<file path="src/rtl/maf_pkg.sv">
// Shared types and constants for the moving average filter.
// Used by every module of the block but maf_ram; no dependencies.
`default_nettype none

package maf_pkg;

  // Default build values
  localparam int MAX_WINDOW_DEF  = 1024;
  localparam int SAMPLE_BITS_DEF = 32;
  localparam int FRAC_BITS_DEF   = 16;

  // Fixed register widths
  localparam int GAIN_BITS  = 16;
  localparam int MODE_W     = 2;
  localparam int WLEN_W     = 11;
  localparam int CFG_IDX_W  = 4;
  localparam int CFG_DATA_W = 16;

  // Register indexes
  localparam logic [CFG_IDX_W-1:0] REG_AVG_MODE      = 4'd0;
  localparam logic [CFG_IDX_W-1:0] REG_WINDOW_LENGTH = 4'd1;
  localparam logic [CFG_IDX_W-1:0] REG_EXP_GAIN      = 4'd2;
  localparam logic [CFG_IDX_W-1:0] REG_INV_LENGTH    = 4'd3;

  // Averaging modes; the unused code behaves as simple
  localparam logic [MODE_W-1:0] MODE_SIMPLE   = 2'd0;
  localparam logic [MODE_W-1:0] MODE_EXP      = 2'd1;
  localparam logic [MODE_W-1:0] MODE_SMOOTHED = 2'd2;

  // Register reset values
  localparam logic [MODE_W-1:0]    AVG_MODE_RST      = MODE_SIMPLE;
  localparam logic [WLEN_W-1:0]    WINDOW_LENGTH_RST = 11'd2;
  localparam logic [GAIN_BITS-1:0] EXP_GAIN_RST      = 16'd43691;
  localparam logic [GAIN_BITS-1:0] INV_LENGTH_RST    = 16'd32768;

  // Per-stage control flags that travel with a transaction
  typedef struct packed {
    logic valid;
    logic nonzero;
    logic full_before;
    logic ready;
  } stage_ctrl_t;

endpackage

`default_nettype wire

</file>
<file path="src/rtl/maf_accum.sv">
// Running window sum and windowed mean (sum times 1/N, rescaled, saturated).
// Depends on maf_pkg; fed by maf_front and the ring RAM read port.
`default_nettype none

module maf_accum
  import maf_pkg::*;
#(
  parameter int MAX_WINDOW  = MAX_WINDOW_DEF,
  parameter int SAMPLE_BITS = SAMPLE_BITS_DEF,
  parameter int FRAC_BITS   = FRAC_BITS_DEF
) (
  input  wire logic                                   clk_i,
  input  wire logic                                   rst_ni,
  input  wire logic                                   advance_i,
  input  wire logic                                   clear_i,
  input  wire logic [GAIN_BITS-1:0]                   inv_length_i,
  input  wire stage_ctrl_t                            s1_ctrl_i,
  input  wire logic signed [SAMPLE_BITS-1:0]          s1_sample_i,
  input  wire logic signed [SAMPLE_BITS-1:0]          ring_old_i,
  output stage_ctrl_t                                 s3_ctrl_o,
  output logic signed [SAMPLE_BITS-1:0]               s3_sample_o,
  output logic signed [SAMPLE_BITS+FRAC_BITS-1:0]     s3_mean_o
);

  localparam int SUM_W   = SAMPLE_BITS + $clog2(MAX_WINDOW) + 1;
  localparam int AVG_W   = SAMPLE_BITS + FRAC_BITS;
  localparam int FRAC_UP = (FRAC_BITS >= GAIN_BITS) ? FRAC_BITS - GAIN_BITS : 0;
  localparam int FRAC_DN = (FRAC_BITS < GAIN_BITS) ? GAIN_BITS - FRAC_BITS : 0;
  localparam int MP_W    = SUM_W + GAIN_BITS + 1;
  localparam int MW_W    = MP_W + FRAC_UP;

  localparam logic signed [AVG_W-1:0] AVG_MAX = {1'b0, {(AVG_W-1){1'b1}}};
  localparam logic signed [AVG_W-1:0] AVG_MIN = {1'b1, {(AVG_W-1){1'b0}}};

  logic signed [SUM_W-1:0] sum_q, sum_d;
  logic signed [SUM_W-1:0] drop;
  logic signed [MP_W-1:0]  prod;
  logic signed [MW_W-1:0]  scaled;
  logic [MW_W-AVG_W:0]     top_bits;
  logic signed [AVG_W-1:0] mean_d, mean_q;
  stage_ctrl_t             s2_ctrl_q, s3_ctrl_q;
  logic signed [SAMPLE_BITS-1:0] s2_sample_q, s3_sample_q;

  // Stage 2: slide the window sum
  always_comb begin
    drop  = s1_ctrl_i.full_before ? SUM_W'(ring_old_i) : '0;
    sum_d = sum_q - drop + SUM_W'(s1_sample_i);
  end

  always_ff @(posedge clk_i or negedge rst_ni) begin
    if (!rst_ni) begin
      sum_q <= '0;
    end else if (clear_i) begin
      sum_q <= '0;
    end else if (advance_i && s1_ctrl_i.valid && s1_ctrl_i.nonzero) begin
      sum_q <= sum_d;
    end
  end

  // Stage 3: mean from the sum left by the transaction now in stage 2
  always_comb begin
    prod     = sum_q * $signed({1'b0, inv_length_i});
    scaled   = (MW_W'(prod) <<< FRAC_UP) >>> FRAC_DN;
    top_bits = scaled[MW_W-1:AVG_W-1];
    if (&top_bits || ~|top_bits) begin
      mean_d = scaled[AVG_W-1:0];
    end else begin
      mean_d = scaled[MW_W-1] ? AVG_MIN : AVG_MAX;
    end
  end

  always_ff @(posedge clk_i or negedge rst_ni) begin
    if (!rst_ni) begin
      s2_ctrl_q <= '0;
      s3_ctrl_q <= '0;
    end else if (advance_i) begin
      s2_ctrl_q <= s1_ctrl_i;
      s3_ctrl_q <= s2_ctrl_q;
    end
  end

  always_ff @(posedge clk_i) begin
    if (advance_i) begin
      s2_sample_q <= s1_sample_i;
      s3_sample_q <= s2_sample_q;
      mean_q      <= mean_d;
    end
  end

  assign s3_ctrl_o   = s3_ctrl_q;
  assign s3_sample_o = s3_sample_q;
  assign s3_mean_o   = mean_q;

endmodule

`default_nettype wire

</file>
<file path="config.mk">
export PLATFORM = sky130hd
export DESIGN_NAME = maf_accum
export DESIGN_NICKNAME = d
export VERILOG_FILES = /design/src/rtl/maf_pkg.sv /design/src/rtl/maf_accum.sv
export SDC_FILE = /design/constraint.sdc
export NUM_CORES = 2
export LEC_CHECK = 0
export ABC_AREA = 1
export BUFFER_PORTS_ARGS = -buffer_cell sky130_fd_sc_hd__buf_2
export CAP_MARGIN = 20
export CORE_ASPECT_RATIO = 2
export CORE_UTILIZATION = 45
export CTS_CLUSTER_SIZE = 10
export DETAILED_ROUTE_END_ITERATION = 16
export PLACE_DENSITY = 0.64
export SYNTH_ARGS = -nofsm -noshare
export SYNTH_HDL_FRONTEND = slang
export SYNTH_SLANG_ARGS = --single-unit
</file>
<file path="constraint.sdc">
create_clock -name clk_i -period 11.05 [get_ports clk_i]
set_clock_uncertainty 0.05 [all_clocks]
set_input_delay 1.105 -clock clk_i [delete_from_list [all_inputs] [get_ports clk_i]]
set_output_delay 1.105 -clock clk_i [all_outputs]
set_load 0.005 [all_outputs]
</file>
==> results.md <==
- Clock Pin Slew Worst Setup and Hold Paths: 90 ps
- Slowest stage cell on the critical path: buf_2
- CP max stage delay: 650 ps
- DR pass1 iterations: 7
- Core area: 0.0791 sq mm
- CTS resizes: 0
- GRT overflow: 0
- TritonCTS clock tree: built
- Die Wd: 202 microns
- Top cell type's share of synthesized area: 38.2%
- Largest net degree at the start of global routing: 68
- Average wire per standard cell: 18.7 microns
- Die Y: 401 microns
- Antenna viol nets, final: 0
- Power per cell area: 142 mW/mm^2
- GP Congestion: 0.993
- CTS max path bufs: 2
- Mean area per synthesized cell: 7.59 sq um
- CTS Buf Count: 17
- Layout area overhead: 5.93%
- Register area share after synthesis: 12.9%
- Clock sink count: 163
- CTS Root Cell: clkbuf_16
- Critical Path End Type: register
- Synth area leader: fa_1
- Tot Pwr: 0.00541 W
- Drt total wl: 108 mm
- Top_reg_cell synth: edfxtp_1
- Utilization after layout: 48.1%
- Final Hold Viols: 0
- Nets@finish: 5710
- Initial antenna violation count: 6
- Number of global-route vias before repair: 31800
- Status: finished, final reports clean
- Hold Buf Count CTS: 0
- Most common cell in the synthesized netlist: inv_1
- Starting Density: 45.4%
- CP max FO: 36
- First-pass GRT wire length: 170 mm
- GRT Resource Usage Total: 28.0%
- Worst slew pin tran: 1190 ps
- Max Fclk: 118 MHz
- Fin cells: 5806
- Final Cycle Share: 76.8%
- Synth area leaders: fa_1 (38%), inv_1 (16%), nand2_1 (13%)
- Crit path required time: 11240 ps
- Max Slew Vio Count: 0
- # Post-CTS Setup Buffers: 0
- Period minus WS final: 8490 ps
- RSZ-0062 raised after global routing: no
- Number of port buffers: 171
- Max-Cap Viols: 0
- 1st-iter DRT viols: 1507
- Worst path top cell family by delay: adder cells
- Syn Nets: 5687
- Residual DRC: 0
- Worst Path Class, Setup: primary input to register
- Worst hold path type: register to register
- Synth warn: 0
- Row count: 146
- EDFF count, synth: 112
- Synth top cells by count: inv_1 (1486), nand2_1 (1268), fa_1 (685), ha_1 (183), clkbuf_1 (177)
- Synthesized flop and latch total: 163
- # IOs: 172
- Mapped cell area: 0.0359 sq mm
- H-tree depth: 4
- Vias per inst: 4.97
- DP Cell Count: 5771
- Share of cells above drive strength 1: 7.68%
- Distinct cells, synth: 48
- Max-slew headroom: 19.6%
- Gate Count Post-Synth: 4731
- Arrival time of the worst setup path: 8680 ps
- P_leak: 21.9 nW
- Worst skew pair latency: 510 ps
- Worst path bufs/invs: 8
- Post-DP HPWL: 90.5 mm
- DR vias: 28800
- Startpoint class of the critical path: primary input
- Setup Viol. Count Final: 0
- Peak VDD IR: 152 uV
- Post-synth ARST share: 31.3%
- Setup TNS: 0 ps
- Area of the die: 0.0810 sq mm
## metrics by stage
step                cell area (sq um)  setup slack (ps)  hold WS (ps)
floorplan                       35900              3860           350
global placement                37400              2130           352
detailed placement              37400              2070           355
CTS                             38000              2570           351
global route                    38000              2140           371
finish                          38000              2560           344
## layout by cell type (no fill, tap or decap), types with 4 or more instances in the layout
cell type and n:
o22ai_1 15, nand4_1 18, clkbuf_16 17, nand3_1 60, o21a_1 4, clkinv_8 4, a31oi_1 7, inv_2 17
fa_1 685, nor2_4 6, inv_1 1486, o21ai_0 107, a21o_1 5, o21bai_1 15, nor2_2 27, ha_1 183
buf_4 23, a21oi_1 130, edfxtp_1 112, dfrtp_1 51, nor2_1 172, nand2_2 82, xor2_1 34, nand2_1 1266
xnor2_1 18, buf_2 170, nor3_1 9, and2_1 4
## where the power goes
group          total (W)  internal [W]  switching, W  leakage (nW)
combinational    0.00381       0.00132       0.00249          19.9
clock           0.000626      0.000301      0.000326         0.279
sequential      0.000976      0.000853      0.000122          1.74
## routing by layer
metal	vias up	GRT usage, %	wire [microns]
met1	14100	28.2	37000
met2	1000	54.0	59400
met3	368	2.68	4430
met5	-	0	41
li1	13400	-	-
met4	6	17.6	7510
## registers in the layout, summed over array words and instances, names as in the netlist
register     flops
s3_mean_o       48
sum_q           43
s2_sample_q     32
s3_sample_o     32
s2_ctrl_q        4
s3_ctrl_o        4
## logic make-up after synthesis
family,count (synthesis),share of synthesized area [%]
buffers and inverters,1694,18.0
AND/OR/NAND/NOR,1658,18.8
adder cells (fa/ha/maj),868,44.6
AO/OA/AOI/OAI,296,4.50
flip-flops,163,12.9
XOR/XNOR,52,1.27
## cell type report
cell class / count / area [sq um]
clock inverter: 15 / 161
clock buffer: 17 / 425
tap: 1036 / 1300
fill: 7952 / 41100
antenna: 3 / 7.51
multi-input combinational: 2874 / 24800
sequential: 163 / 4640
inverter: 1504 / 5650
timing repair buffer: 194 / 1030
## final timing paths
check	depth (start not counted)	start	slack, ps	end
setup / recovery	29	inv_length_i[3]	2560	s3_mean_o[44]
hold / removal	0	s2_sample_q[25]	340	s3_sample_o[25]
setup reg to reg	29	sum_q[42]	2950	s3_mean_o[44]
hold reg to reg	0	s2_sample_q[25]	340	s3_sample_o[25]
max in group asynchronous	2	rst_ni	9700	sum_q[5]
min in group asynchronous	2	rst_ni	700	sum_q[22]
## worst register-to-register path, delay by kind of cell (launching register included)
family | cells | cell delay (ps)
compound gates | 1 | 200
simple gates | 13 | 2090
flops | 1 | 510
fa+ha+maj | 7 | 3640
buf+inv | 8 | 1350
(Power assumes the default switching activity.)
