**config.mk**
```make
export PLATFORM = sky130hd
export DESIGN_NAME = maf_front
export DESIGN_NICKNAME = d
export VERILOG_FILES = /design/src/rtl/maf_pkg.sv /design/src/rtl/maf_front.sv
export SDC_FILE = /design/constraint.sdc
export NUM_CORES = 1
export LEC_CHECK = 0
export ABC_AREA = 0
export BUFFER_PORTS_ARGS = -buffer_cell sky130_fd_sc_hd__buf_2
export CAP_MARGIN = 20
export CORE_MARGIN = 4
export CORE_UTILIZATION = 48
export DETAILED_ROUTE_END_ITERATION = 12
export GPL_ROUTABILITY_DRIVEN = 0
export PLACE_DENSITY = 0.77
export SLEW_MARGIN = 20
export SYNTH_ARGS = -nofsm -noshare
export SYNTH_HDL_FRONTEND = slang
export SYNTH_SLANG_ARGS = --single-unit
```
**constraint.sdc**
```tcl
create_clock -name clk_i -period 3.65 [get_ports clk_i]
set_input_delay 0.5475 -clock clk_i [delete_from_list [all_inputs] [get_ports clk_i]]
set_output_delay 0.5475 -clock clk_i [all_outputs]
set_load 0.01 [all_outputs]
```
**src/rtl/maf_pkg.sv**
```systemverilog
// Shared types and constants for the moving average filter.
// Used by every module of the block but maf_ram; no dependencies.
`default_nettype none

package maf_pkg;

  // Default build values
  localparam int MAX_WINDOW_DEF  = 1024;
  localparam int SAMPLE_BITS_DEF = 32;
  localparam int FRAC_BITS_DEF   = 16;

  // Fixed register widths
  localparam int GAIN_BITS  = 16;
  localparam int MODE_W     = 2;
  localparam int WLEN_W     = 11;
  localparam int CFG_IDX_W  = 4;
  localparam int CFG_DATA_W = 16;

  // Register indexes
  localparam logic [CFG_IDX_W-1:0] REG_AVG_MODE      = 4'd0;
  localparam logic [CFG_IDX_W-1:0] REG_WINDOW_LENGTH = 4'd1;
  localparam logic [CFG_IDX_W-1:0] REG_EXP_GAIN      = 4'd2;
  localparam logic [CFG_IDX_W-1:0] REG_INV_LENGTH    = 4'd3;

  // Averaging modes; the unused code behaves as simple
  localparam logic [MODE_W-1:0] MODE_SIMPLE   = 2'd0;
  localparam logic [MODE_W-1:0] MODE_EXP      = 2'd1;
  localparam logic [MODE_W-1:0] MODE_SMOOTHED = 2'd2;

  // Register reset values
  localparam logic [MODE_W-1:0]    AVG_MODE_RST      = MODE_SIMPLE;
  localparam logic [WLEN_W-1:0]    WINDOW_LENGTH_RST = 11'd2;
  localparam logic [GAIN_BITS-1:0] EXP_GAIN_RST      = 16'd43691;
  localparam logic [GAIN_BITS-1:0] INV_LENGTH_RST    = 16'd32768;

  // Per-stage control flags that travel with a transaction
  typedef struct packed {
    logic valid;
    logic nonzero;
    logic full_before;
    logic ready;
  } stage_ctrl_t;

endpackage

`default_nettype wire

```
**src/rtl/maf_front.sv**
```systemverilog
// Front stage: ring slot pointer, sample count and ring addressing.
// Depends on maf_pkg; drives the ring RAM instanced at the top level.
`default_nettype none

module maf_front
  import maf_pkg::*;
#(
  parameter int MAX_WINDOW  = MAX_WINDOW_DEF,
  parameter int SAMPLE_BITS = SAMPLE_BITS_DEF
) (
  input  wire logic                              clk_i,
  input  wire logic                              rst_ni,
  input  wire logic                              accept_i,
  input  wire logic                              advance_i,
  input  wire logic                              clear_i,
  input  wire logic [$clog2(MAX_WINDOW+1)-1:0]   period_i,
  input  wire logic signed [SAMPLE_BITS-1:0]     sample_i,
  output logic                                   ring_we_o,
  output logic                                   ring_re_o,
  output logic      [$clog2(MAX_WINDOW)-1:0]     ring_addr_o,
  output stage_ctrl_t                            s1_ctrl_o,
  output logic signed [SAMPLE_BITS-1:0]          s1_sample_o
);

  localparam int ADDR_W = $clog2(MAX_WINDOW);
  localparam int CNT_W  = $clog2(MAX_WINDOW+1);

  logic [ADDR_W-1:0] slot_q, slot_d, slot_cur;
  logic [CNT_W-1:0]  seen_q, seen_d;
  logic [CNT_W-1:0]  slot_inc;
  logic              full, nonzero;
  stage_ctrl_t       s1_ctrl_q;
  logic signed [SAMPLE_BITS-1:0] s1_sample_q;

  always_comb begin
    slot_cur = (CNT_W'(slot_q) >= period_i) ? '0 : slot_q;
    full     = (seen_q >= period_i);
    nonzero  = (sample_i != '0);
    seen_d   = full ? seen_q : seen_q + CNT_W'(1);
    slot_inc = CNT_W'(slot_cur) + CNT_W'(1);
    slot_d   = (slot_inc >= period_i) ? '0 : slot_inc[ADDR_W-1:0];
  end

  always_ff @(posedge clk_i or negedge rst_ni) begin
    if (!rst_ni) begin
      slot_q <= '0;
      seen_q <= '0;
    end else if (clear_i) begin
      slot_q <= '0;
      seen_q <= '0;
    end else if (accept_i && nonzero) begin
      slot_q <= slot_d;
      seen_q <= seen_d;
    end
  end

  always_ff @(posedge clk_i or negedge rst_ni) begin
    if (!rst_ni) begin
      s1_ctrl_q <= '0;
    end else if (advance_i) begin
      s1_ctrl_q.valid       <= accept_i;
      s1_ctrl_q.nonzero     <= nonzero;
      s1_ctrl_q.full_before <= full;
      s1_ctrl_q.ready       <= nonzero && (seen_d >= period_i);
    end
  end

  always_ff @(posedge clk_i) begin
    if (advance_i) begin
      s1_sample_q <= sample_i;
    end
  end

  // The old sample comes out of the read port while the new one is written
  assign ring_we_o   = accept_i && nonzero;
  assign ring_re_o   = accept_i;
  assign ring_addr_o = slot_cur;
  assign s1_ctrl_o   = s1_ctrl_q;
  assign s1_sample_o = s1_sample_q;

endmodule

`default_nettype wire

```
==> summary.md, run 1 <==
| Metric | Value |
|---|---|
| Distinct cells, synth | 49 |
| Logic pwr share | 16.7% |
| Hold Fails Final Rpt | 0 |
| Layout cells sized above 1 | 43.00% |
| Fin area | 0.004942 mm^2 |
| Vias in the first global route | 3070 |
| Final worst slack | -0.04274 ns |
| Synth Warn # | 0 |
| RSZ-0062 raised after global routing | true |
| Fmax achieved | 270.8 MHz |
| Top FF cell, synth | edfxtp_1 |
| Post-synth EDFFs | 32 |
| Clock share of power | 33.4% |
| Vias | 3224 |
| Period utilization | 101.2% |
| PD cells | 297.2 mW/mm^2 |
| Worst Hold Slack | 0.2004 ns |
| Post-layout minimum cycle time | 3.693 ns |
| TritonCTS buffer count | 9 |
| Mapped Nets | 425 |
| Residual DRC | 0 |
| Post-synthesis cell count | 332 |
| Final net count | 574 |
| Seq pwr share | 49.9% |
| Pint | 1.071 mW |
| Most common cell in the netlist | ha_1 |
| Synth area leader | edfxtp_1 |
| CP Launch Type | register |
| Leakage | 2.383 nW |
| Top-area cell type share of the netlist area | 26.89% |
| Clk Tree Root Cell | clkbuf_8 |
| Largest net degree at the start of global routing | 38 |
| Total length of routed wires | 9561 um |
| Diode count | 0 |
| Top Ports | 96 |
| Syn_area_per_cell | 10.76 um^2 |
| Dpl cell area | 0.004558 mm^2 |
| Synth cell count leaders | 45 x ha_1, 32 x edfxtp_1, 25 x dfrtp_1 |
| Clock Path Buffers | 2 |
| Syn Std Cell Area | 0.003573 mm^2 |
| CTS sink count | 57 |
| Switching share of power | 27.08% |
| GRT Resource Usage Total | 21.23% |
| Die Footprint | 0.008889 mm^2 |
| First-pass DRT Iterations | 5 |
| Post-route ant nets | 0 |
| Slew HR | 50.74% |
| Synth area leaders | edfxtp_1 27%, dfrtp_1 18%, ha_1 16% |
| Slew of the pin with the lowest slew margin | 0.7390 ns |
| Status | finished, violations left |
| Grt total ovfl | 0 |
| First-pass GRT wire length | 14570 um |
| Via/cell ratio | 5.511 |
| Crit path DAT | 3.98 ns |
| Worst ir drop on vdd | 156.8 uV |
| CP max FO | 6 |
| Syn-to-layout area delta | 38.31% |
| Pre-CTS WS | -0.3277 ns |
| Clk_lat worst skew | 0.34 ns |
| Post-synthesis async set-or-reset flop share | 43.86% |
| Antenna violations before repair | 0 |
| Hold/Removal Path Class | in -> async |
| Area of the multi-input gates | 0.002147 mm^2 |
| Setup Skew | 0.009218 ns |
| Fill cells | 544 |
| Synthesized flop and latch total | 57 |
| Slew Viols, Final | 0 |
| HPWL Detailed | 7355 um |
| Core area | 0.007253 mm^2 |
| Avg WL per Cell | 16.34 um |
| Die H | 94.28 um |
| Seq/Total Area, Yosys | 44.40% |
| DRT iter0 DRCs | 149 |
| Sw Pwr | 0.3977 mW |
| CTS tree | done |
| Num rows | 31 |
| Clk slew on worst S/H paths | 0.07 ns |
| Worst EP required | 3.93 ns |
| Setup violators final | 4 |
| Die width | 94.28 um |
| Critical Path End Type | register |
| H-tree depth | 3 |
| Cts hold-fix bufs | 0 |
| Failing checks | negative setup slack |
| Storage element area | 0.001588 mm^2 |
| PortBufs | 95 |
| Initial Util | 49.27% |
| Maxcap violations | 0 |
| Crit Path Class | reg -> reg |
-- area by class of cell --
| cell class | instances | area share (%) |
|---|---|---|
| Multi-Input combinational cell | 250 | 43.44 |
| Sequential cell | 57 | 32.13 |
| Tap cell | 99 | 2.506 |
| Inverter | 18 | 1.418 |
| Clock inverter | 6 | 0.7089 |
| Timing Repair Buffer | 145 | 17.22 |
| Clock buffer | 10 | 2.582 |
-- routing by layer --
metal | wire length (um) | global-route usage (%) | up-vias | share of wire [%]
met1 | 4089 | 26.47 | 1542 | 43
met3 | 676 | 5.369 | 14 | 7.1
met5 | 0 | 0 | - | 0
met2 | 4659 | 35.87 | 124 | 49
met4 | 134 | 6.859 | 0 | 1.4
li1 | - | - | 1544 | -
-- logic make-up after synthesis --
kind of cell	Yosys count	synth area share [%]
adder cells (fa/ha/maj)	45	15.76
buffers and inverters	25	2.976
flip-flops	57	44.40
XOR/XNOR	16	3.921
AND/OR/NAND/NOR	104	16.21
AO/OA/AOI/OAI	78	14.50
multiplexers	7	2.241
-- critical path: stages (launching register included) --
cell,delay [ns]
dfrtp_1,0.41
ha_4,0.23
a21o_1,0.18
a21oi_2,0.20
o22a_1,0.19
and2_4,0.16
ha_4,0.12
and3_4,0.20
nand3_2,0.07
or2_4,0.25
a21oi_4,0.18
ha_4,0.22
o21a_1,0.20
o2111ai_2,0.20
o211ai_1,0.23
buf_4,0.27
a211oi_2,0.20
a21o_1,0.11
-- timing repair --
action                                  in CTS  in global routing
gates resized for setup                      2                 22
pin swaps                                    3                 26
endpoints found under the setup margin      10                 11
buffers inserted                             2                  9
-- worst paths after layout --
check	from	end	slack (ns)	cells past startpoint
worst max-delay path	slot_q[8]	slot_q[4]	-0.04	17
worst min-delay path	rst_ni	slot_q[1]	0.20	1
worst max register to register	slot_q[8]	slot_q[4]	-0.04	17
worst min register to register	s1_ctrl_o[1]	s1_ctrl_o[1]	0.53	2
max in group asynchronous	rst_ni	seen_q[9]	3.01	1
min in group clk_i	sample_i[10]	s1_sample_o[10]	0.39	1
-- cells in the final DEF, fill, tap and decap left out, types with 8 or more instances in the layout --
cell type  Yosys  routed
inv_1         18      13
buf_2          1      95
dfrtp_1       25      24
and2_1        10       9
o21ai_0       14      11
a211oi_2       1       8
edfxtp_1      32      32
nor2_1        12      11
ha_4           0       8
nand3_1        9       8
nor2b_1        9       8
ha_1          45      37
xnor2_1       12      12
a21o_1        11      11
clkbuf_8       0       9
nor4_1         9       8
a21oi_1       22      15
buf_4          1      50
and3_1        12      11
nand2_1       17      17
nand2b_1       8       8
-- stage by stage --
step	util [%]	TNS [ns]	instances	total power, mW
after global routing	68.14	-1.501	585	1.539
after CTS	65.38	0	576	1.465
after floorplan	-	0	332	0.8499
after global placement	62.84	-1.009	558	0.9602
after detailed placement	62.84	-3.135	558	0.9718
final	68.14	-0.08500	585	1.469
-- power by group through the flow --
| stage | Combinational [mW] | Sequential, mW | Clock [mW] |
|---|---|---|---|
| floorplan | 0.0862 | 0.764 | 0 |
| finish | 0.245 | 0.732 | 0.491 |
| global route | 0.270 | 0.735 | 0.535 |
| global placement | 0.217 | 0.744 | 0 |
| CTS | 0.230 | 0.732 | 0.503 |
| detailed placement | 0.226 | 0.745 | 0 |
-- flip-flops by register name, indices dropped and copies added (netlist names) --
name         flops
s1_sample_o     32
seen_q          11
slot_q          10
s1_ctrl_o        4
Power figures use the tool's default switching activity.
==> run 2, diff against run 1 <==
--- a/config.mk
+++ b/config.mk
@@ -15,2 +15,3 @@
 export PLACE_DENSITY = 0.77
+export SKIP_CTS_REPAIR_TIMING = 1
 export SLEW_MARGIN = 20
--- a/constraint.sdc
+++ b/constraint.sdc
@@ -3,2 +3,2 @@
 set_output_delay 0.5475 -clock clk_i [all_outputs]
-set_load 0.01 [all_outputs]
+set_load 0.005 [all_outputs]
==> run 2 against run 1 <==
  * The run still ends with negative setup slack left
  * Combinational power is 6% lower
  * Power down 0.83%
  * Fmax increased by 1.1%
  * Non-clock buffer count fell by 2
  * Highest routed layer unchanged
==> summary.md, run 2 (synthesis results as in run 1) <==
| Metric | Value |
|---|---|
| Maxcap violations | 0 (unchanged) |
| Fill cells | 547 (+0.55%) |
| Setup violators final | 1 (-3) |
| Avg WL per Cell | 16.27 um (-0.43%) |
| Vias in the first global route | 3033 (-1.2%) |
| CP max stage delay | 0.42 ns (about the same) |
| Via/cell ratio | 5.552 (+0.75%) |
| Residual DRC | 0 (unchanged) |
| Worst ir drop on vdd | 153.0 uV (-2.4%) |
| Status | finished, violations left |
| Setup Skew | 0.009397 ns (+0.0001792 ns) |
| Worst R2R Start | slot_q[8] |
| Fin area | 0.004936 mm^2 (-0.13%) |
| Top delay family on crit path | compound AO/OA/AOI/OAI gates |
| Crit-path most repeated cell | ha_4 |
| CP Launch Type | register |
| Top Ports | 96 (unchanged) |
| Worst reg-to-reg path cell count | 17 (unchanged) |
| Die Footprint | 0.008889 mm^2 (unchanged) |
| Worst Hold Slack | 0.2088 ns (+0.008367 ns) |
| Largest register FFs | 32 (unchanged) |
| Slew Viols, Final | 0 (unchanged) |
| HPWL Detailed | 7355 um (unchanged) |
| Initial Util | 49.27% (unchanged) |
| Hold Fails Final Rpt | 0 (unchanged) |
| Slew of the pin with the lowest slew margin | 0.7358 ns (-0.003175 ns) |
| Fmax achieved | 273.8 MHz (+1.1%) |
| Crit path DAT | 3.94 ns (-0.04 ns) |
| DRT iter0 DRCs | 108 (-28%) |
| Reg-to-Reg End | slot_q[4] |
| Critical path depth | 17 (unchanged) |
| Crit Path Class | reg -> reg |
| TritonCTS buffer count | 9 (unchanged) |
| GRT Resource Usage Total | 21.11% (-0.12 points) |
| Dpl cell area | 0.004558 mm^2 (unchanged) |
| CTS tree | done |
| Critical path, cell by cell | ha_4 > a21o_1 > a21oi_2 > o22a_1 > and2_4 > ha_4 > and3_4 > nand3_2 > or2_4 > a21oi_4 > ha_4 > o21a_1 > o2111ai_2 > o211ai_1 > buf_4 > a211oi_2 > a21o_1 |
| Die H | 94.28 um (unchanged) |
| Post-layout minimum cycle time | 3.652 ns (-0.04042 ns) |
| Diode count | 0 (unchanged) |
| Leakage | 2.373 nW (-0.41%) |
| Critical Path End Type | register |
| PD cells | 295.1 mW/mm^2 (-0.70%) |
| Vias | 3237 (+0.40%) |
| Final worst slack | -0.002324 ns (+0.04042 ns) |
| RSZ-0062 raised after global routing | true |
| Hold/Removal Path Class | in -> async |
| CTS sink count | 57 (unchanged) |
| Commonest non-fill, non-tap cell in the layout | buf_2 |
| Clk_lat worst skew | 0.34 ns (about the same) |
| Clk slew on worst S/H paths | 0.07 ns (about the same) |
| H-tree depth | 3 (unchanged) |
| Final net count | 572 (-0.35%) |
| Largest net degree at the start of global routing | 38 (unchanged) |
| Crit path buffers/inverters | 1 (unchanged) |
| Grt total ovfl | 0 (unchanged) |
| Antenna violations before repair | 0 (unchanged) |
| Syn-to-layout area delta | 38.13% |
| First-pass DRT Iterations | 4 (-1) |
| Worst R2R Setup Slack | -0.002 ns (+0.04 ns) |
| First-pass GRT wire length | 14480 um (-0.61%) |
| Worst EP required | 3.94 ns (about the same) |
| Commonest cells after routing, fill and taps aside | 95 x buf_2, 48 x buf_4, 37 x ha_1 |
| Die width | 94.28 um (unchanged) |
| Clk Tree Root Cell | clkbuf_8 |
| Post-route ant nets | 0 (unchanged) |
| Critical path's slowest cell | dfrtp_1 |
| Slew HR | 50.95% (+0.21 points) |
| Period utilization | 100.1% (-1.1 points) |
| Failing checks | negative setup slack |
| Total length of routed wires | 9487 um (-0.77%) |
| Layout cells sized above 1 | 43.39% (+0.38 points) |
| CP max FO | 6 (unchanged) |
| PortBufs | 95 (unchanged) |
| Clock Path Buffers | 2 (unchanged) |
| Num rows | 31 (unchanged) |
| Core area | 0.007253 mm^2 (unchanged) |
[run 2: cell types whose count changed in the layout (fill, tap and decap cells not counted), sizes merged]
| cell | delta |
|---|---|
| buf | -2 |
[run 2: power breakdown]
group | leakage [nW] | internal [mW] | switching (mW)
logic | 1.64 | 0.109 | 0.122
registers | 0.652 | 0.720 | 0.0124
clock network | 0.0835 | 0.241 | 0.253
[run 2: per-stage QoR]
stage               cells  setup TNS, ns  power (mW)  utilization [%]  setup slack (ns)
floorplan             332              0      0.8358                -           0.02112
global placement      558         -1.009      0.9469            62.84           -0.1826
detailed placement    558         -3.135      0.9586            62.84           -0.3277
CTS                   574         -1.040       1.449            65.09           -0.1363
global route          583        -0.9901       1.526            68.05           -0.1672
finish                583      -0.002324       1.456            68.05         -0.002324
[run 2: final cells by class]
cell class / count / area [um^2] / share of cell area, %
clock buffers: 10 / 127.6 / 2.586
clock inverters: 6 / 35.03 / 0.7098
inverters: 18 / 70.07 / 1.420
multi-input cells: 250 / 2156 / 43.68
flip-flops and latches: 57 / 1588 / 32.17
well taps: 99 / 123.9 / 2.510
repair buffers: 143 / 835.8 / 16.93
[run 2: worst reg2reg max path, cell delays in order (launching register included)]
cell	delay [ns]
dfrtp_1	0.42
ha_4	0.23
a21o_1	0.19
a21oi_2	0.21
o22a_1	0.18
and2_4	0.16
ha_4	0.12
and3_4	0.19
nand3_2	0.07
or2_4	0.25
a21oi_4	0.17
ha_4	0.21
o21a_1	0.20
o2111ai_2	0.20
o211ai_1	0.21
buf_4	0.27
a211oi_2	0.20
a21o_1	0.11
[run 2: metal layers]
metal  up-vias  routed length, um  track usage [%]
met4         0                121            6.619
met5         -                  0                0
met3        12                719            5.288
met2       134               4636            35.58
li1       1542                  -                -
met1      1549               4010            26.52
[run 2: worst max-delay path by stage]
| stage | startpoint | end | slack (ns) |
|---|---|---|---|
| 2_1_floorplan | period_i[8] | slot_q[2] | 0.02 |
| 3_3_place_gp | period_i[10] | s1_ctrl_o[0] | -0.18 |
| 5_1_grt | slot_q[0] | slot_q[4] | -0.17 |
| 4_1_cts | slot_q[0] | slot_q[4] | -0.14 |
| 6_report | slot_q[8] | slot_q[4] | -0.002 |
| 3_5_place_dp | period_i[0] | slot_q[4] | -0.33 |
==> run 3, diff against run 2 <==
Settings changed: BUFFER_PORTS_ARGS -buffer_cell sky130_fd_sc_hd__buf_2 to -buffer_cell sky130_fd_sc_hd__buf_4, CELL_PAD_IN_SITES_DETAIL_PLACEMENT from default to 1, CELL_PAD_IN_SITES_GLOBAL_PLACEMENT from default to 1, CORE_UTILIZATION 48 to 37, PLACE_DENSITY 0.77 to default, PLACE_DENSITY_LB_ADDON from default to 0.1.
==> run 3 against run 2 <==
  * Sequential power about the same
  * Critical path depth up 2
  * Worst hold slack worse by 0.091 ns
  * Final cell count up 5.7%
  * Setup slack better by 0.028 ns
  * The run now ends clean
  * Routed wire length up 17%
  * First-iteration DRC count down 15%
  * Sequential share of layout area down 2.3 points
  * Utilization down 11 points
  * Clock power up 31%
  * Largest power group unchanged
  * Via count down 1.1%
==> summary.md, run 3 (synthesis results as in run 1) <==
| Metric | Value |
|---|---|
| Status | completed |
| Slew of the pin with the lowest slew margin | 0.6652 ns (-0.07056 ns) |
| Post-route ant nets | 0 (unchanged) |
| Worst reg-to-reg path cell count | 19 (+2) |
| Die H | 106.3 um (+13%) |
| Period utilization | 99.30% (-0.77 points) |
| TritonCTS buffer count | 9 (unchanged) |
| Die Footprint | 0.01129 mm^2 (+27%) |
| Largest net degree at the start of global routing | 38 (unchanged) |
| GRT Resource Usage Total | 19.96% (-1.2 points) |
| Clk slew on worst S/H paths | 0.07 ns (about the same) |
| Antenna violations before repair | 0 (unchanged) |
| Setup violators final | 0 (-1) |
| First-pass GRT wire length | 17890 um (+24%) |
| Worst EP required | 3.92 ns (-0.02 ns) |
| Via/cell ratio | 5.198 (-6.4%) |
| TNS Setup | 0 ns (+0.002324 ns) |
| Clk_lat worst skew | 0.34 ns (about the same) |
| Vias in the first global route | 3466 (+14%) |
| Initial Util | 38.31% (-11 points) |
| RSZ-0062 raised after global routing | true |
| Leakage | 2.485 nW (+4.7%) |
| Final total power | 1.648 mW (+13%) |
| Maxcap violations | 0 (unchanged) |
| CP max FO | 6 (unchanged) |
| Global route hottest layer | met2 |
| Worst ir drop on vdd | 148.0 uV (-3.2%) |
| Crit Path Class | reg -> reg |
| Crit path DAT | 3.89 ns (-0.05 ns) |
| Top Ports | 96 (unchanged) |
| Total length of routed wires | 11140 um (+17%) |
| Met1 Use GR | 25.44% (-1.1 points) |
| Pre-CTS WS | -0.4259 ns (-0.09816 ns) |
| Core Util, Final | 57.01% (-11 points) |
| Largest register FFs | 32 (unchanged) |
| Layout cells sized above 1 | 45.38% (+2.0 points) |
| Avg WL per Cell | 18.08 um (+11%) |
| Num rows | 35 (+13%) |
| H-tree depth | 3 (unchanged) |
| Post-layout minimum cycle time | 3.624 ns (-0.02801 ns) |
| CP Launch Type | register |
| Dpl cell area | 0.004878 mm^2 (+7.0%) |
| Vias | 3202 (-1.1%) |
| CTS tree | done |
| DRT iter0 DRCs | 92 (-15%) |
| Residual DRC | 0 (unchanged) |
| HPWL Detailed | 8560 um (+16%) |
| Commonest cells after routing, fill and taps aside | 145 x buf_4, 34 x ha_1, 32 x edfxtp_1 |
| Final worst slack | 0.02569 ns (+0.02801 ns) |
| Met3 Use GR | 5.039% (-0.25 points) |
| DP Cell Count | 594 (+6.5%) |
| Grt total ovfl | 0 (unchanged) |
| Non-Filler Instances | 616 (+5.7%) |
| CTS sink count | 57 (unchanged) |
| Hold/Removal Path Class | in -> async |
| Commonest non-fill, non-tap cell in the layout | buf_4 |
| PD cells | 309.9 mW/mm^2 (+5.0%) |
| Slew Viols, Final | 0 (unchanged) |
| Fin area | 0.005318 mm^2 (+7.7%) |
| Setup Skew | 0.005651 ns (-0.003747 ns) |
| First-pass DRT Iterations | 4 (unchanged) |
| Met2 usage | 33.89% (-1.7 points) |
| Worst Hold Slack | 0.1179 ns (-0.09084 ns) |
| Clock Path Buffers | 2 (unchanged) |
| Final net count | 575 (+0.52%) |
| Clk Tree Root Cell | clkbuf_8 |
| Fill cells | 1008 (+84%) |
| Critical Path End Type | register |
| Hold Fails Final Rpt | 0 (unchanged) |
| Die width | 106.3 um (+13%) |
| Diode count | 0 (unchanged) |
| Fmax achieved | 275.9 MHz (+0.77%) |
| Slew HR | 55.49% (+4.5 points) |
| Core area | 0.009328 mm^2 (+29%) |
| Syn-to-layout area delta | 48.81% |
| PortBufs | 95 (unchanged) |
==> run 3: final timing paths <==
check                             start         endpoint  slack [ns]
setup reg to reg              slot_q[1]        slot_q[7]        0.03
hold reg to reg            s1_ctrl_o[3]     s1_ctrl_o[3]        0.52
max in group asynchronous        rst_ni        slot_q[7]        3.24
min in group clk_i         sample_i[18]  s1_sample_o[18]        0.39
setup / recovery              slot_q[1]        slot_q[7]        0.03
hold / removal                   rst_ni        seen_q[2]        0.12
==> run 3: power by group <==
group,switching [mW],internal (mW),total [mW],leakage [nW]
Sequential,0.0124,0.720,0.732,0.649
Clock,0.266,0.381,0.647,0.106
Combinational,0.128,0.141,0.269,1.73
==> run 3: layout make-up <==
class,instances,area (um^2),area share [%]
flip-flops and latches,57,1590,29.91
clock buffers,10,127.6,2.400
multi-input cells,250,2186,41.11
repair buffers,146,1100,20.68
clock inverters,6,82.58,1.553
inverters,18,70.07,1.318
well taps,129,161.4,3.035
==> run 3: worst max-delay path: stages, from the launching register on <==
cell and delay, ns:
dfrtp_1 0.42, ha_2 0.34, nand2_1 0.07, o21ai_2 0.15
a21oi_2 0.08, o22a_1 0.20, and2_4 0.16, ha_4 0.15
and3_4 0.16, and3_1 0.22, xnor2_1 0.20, nor2_1 0.07
ha_1 0.19, a21o_1 0.16, a211oi_2 0.22, o211ai_1 0.12
buf_4 0.21, buf_6 0.13, a211oi_2 0.18, a21o_1 0.11
==> run 3: layer usage <==
| layer | vias to the layer above | wire [um] |
|---|---|---|
| met1 | 1544 | 4748 |
| li1 | 1548 | - |
| met2 | 98 | 5550 |
| met4 | 0 | 131 |
| met3 | 12 | 704 |
| met5 | - | 0 |
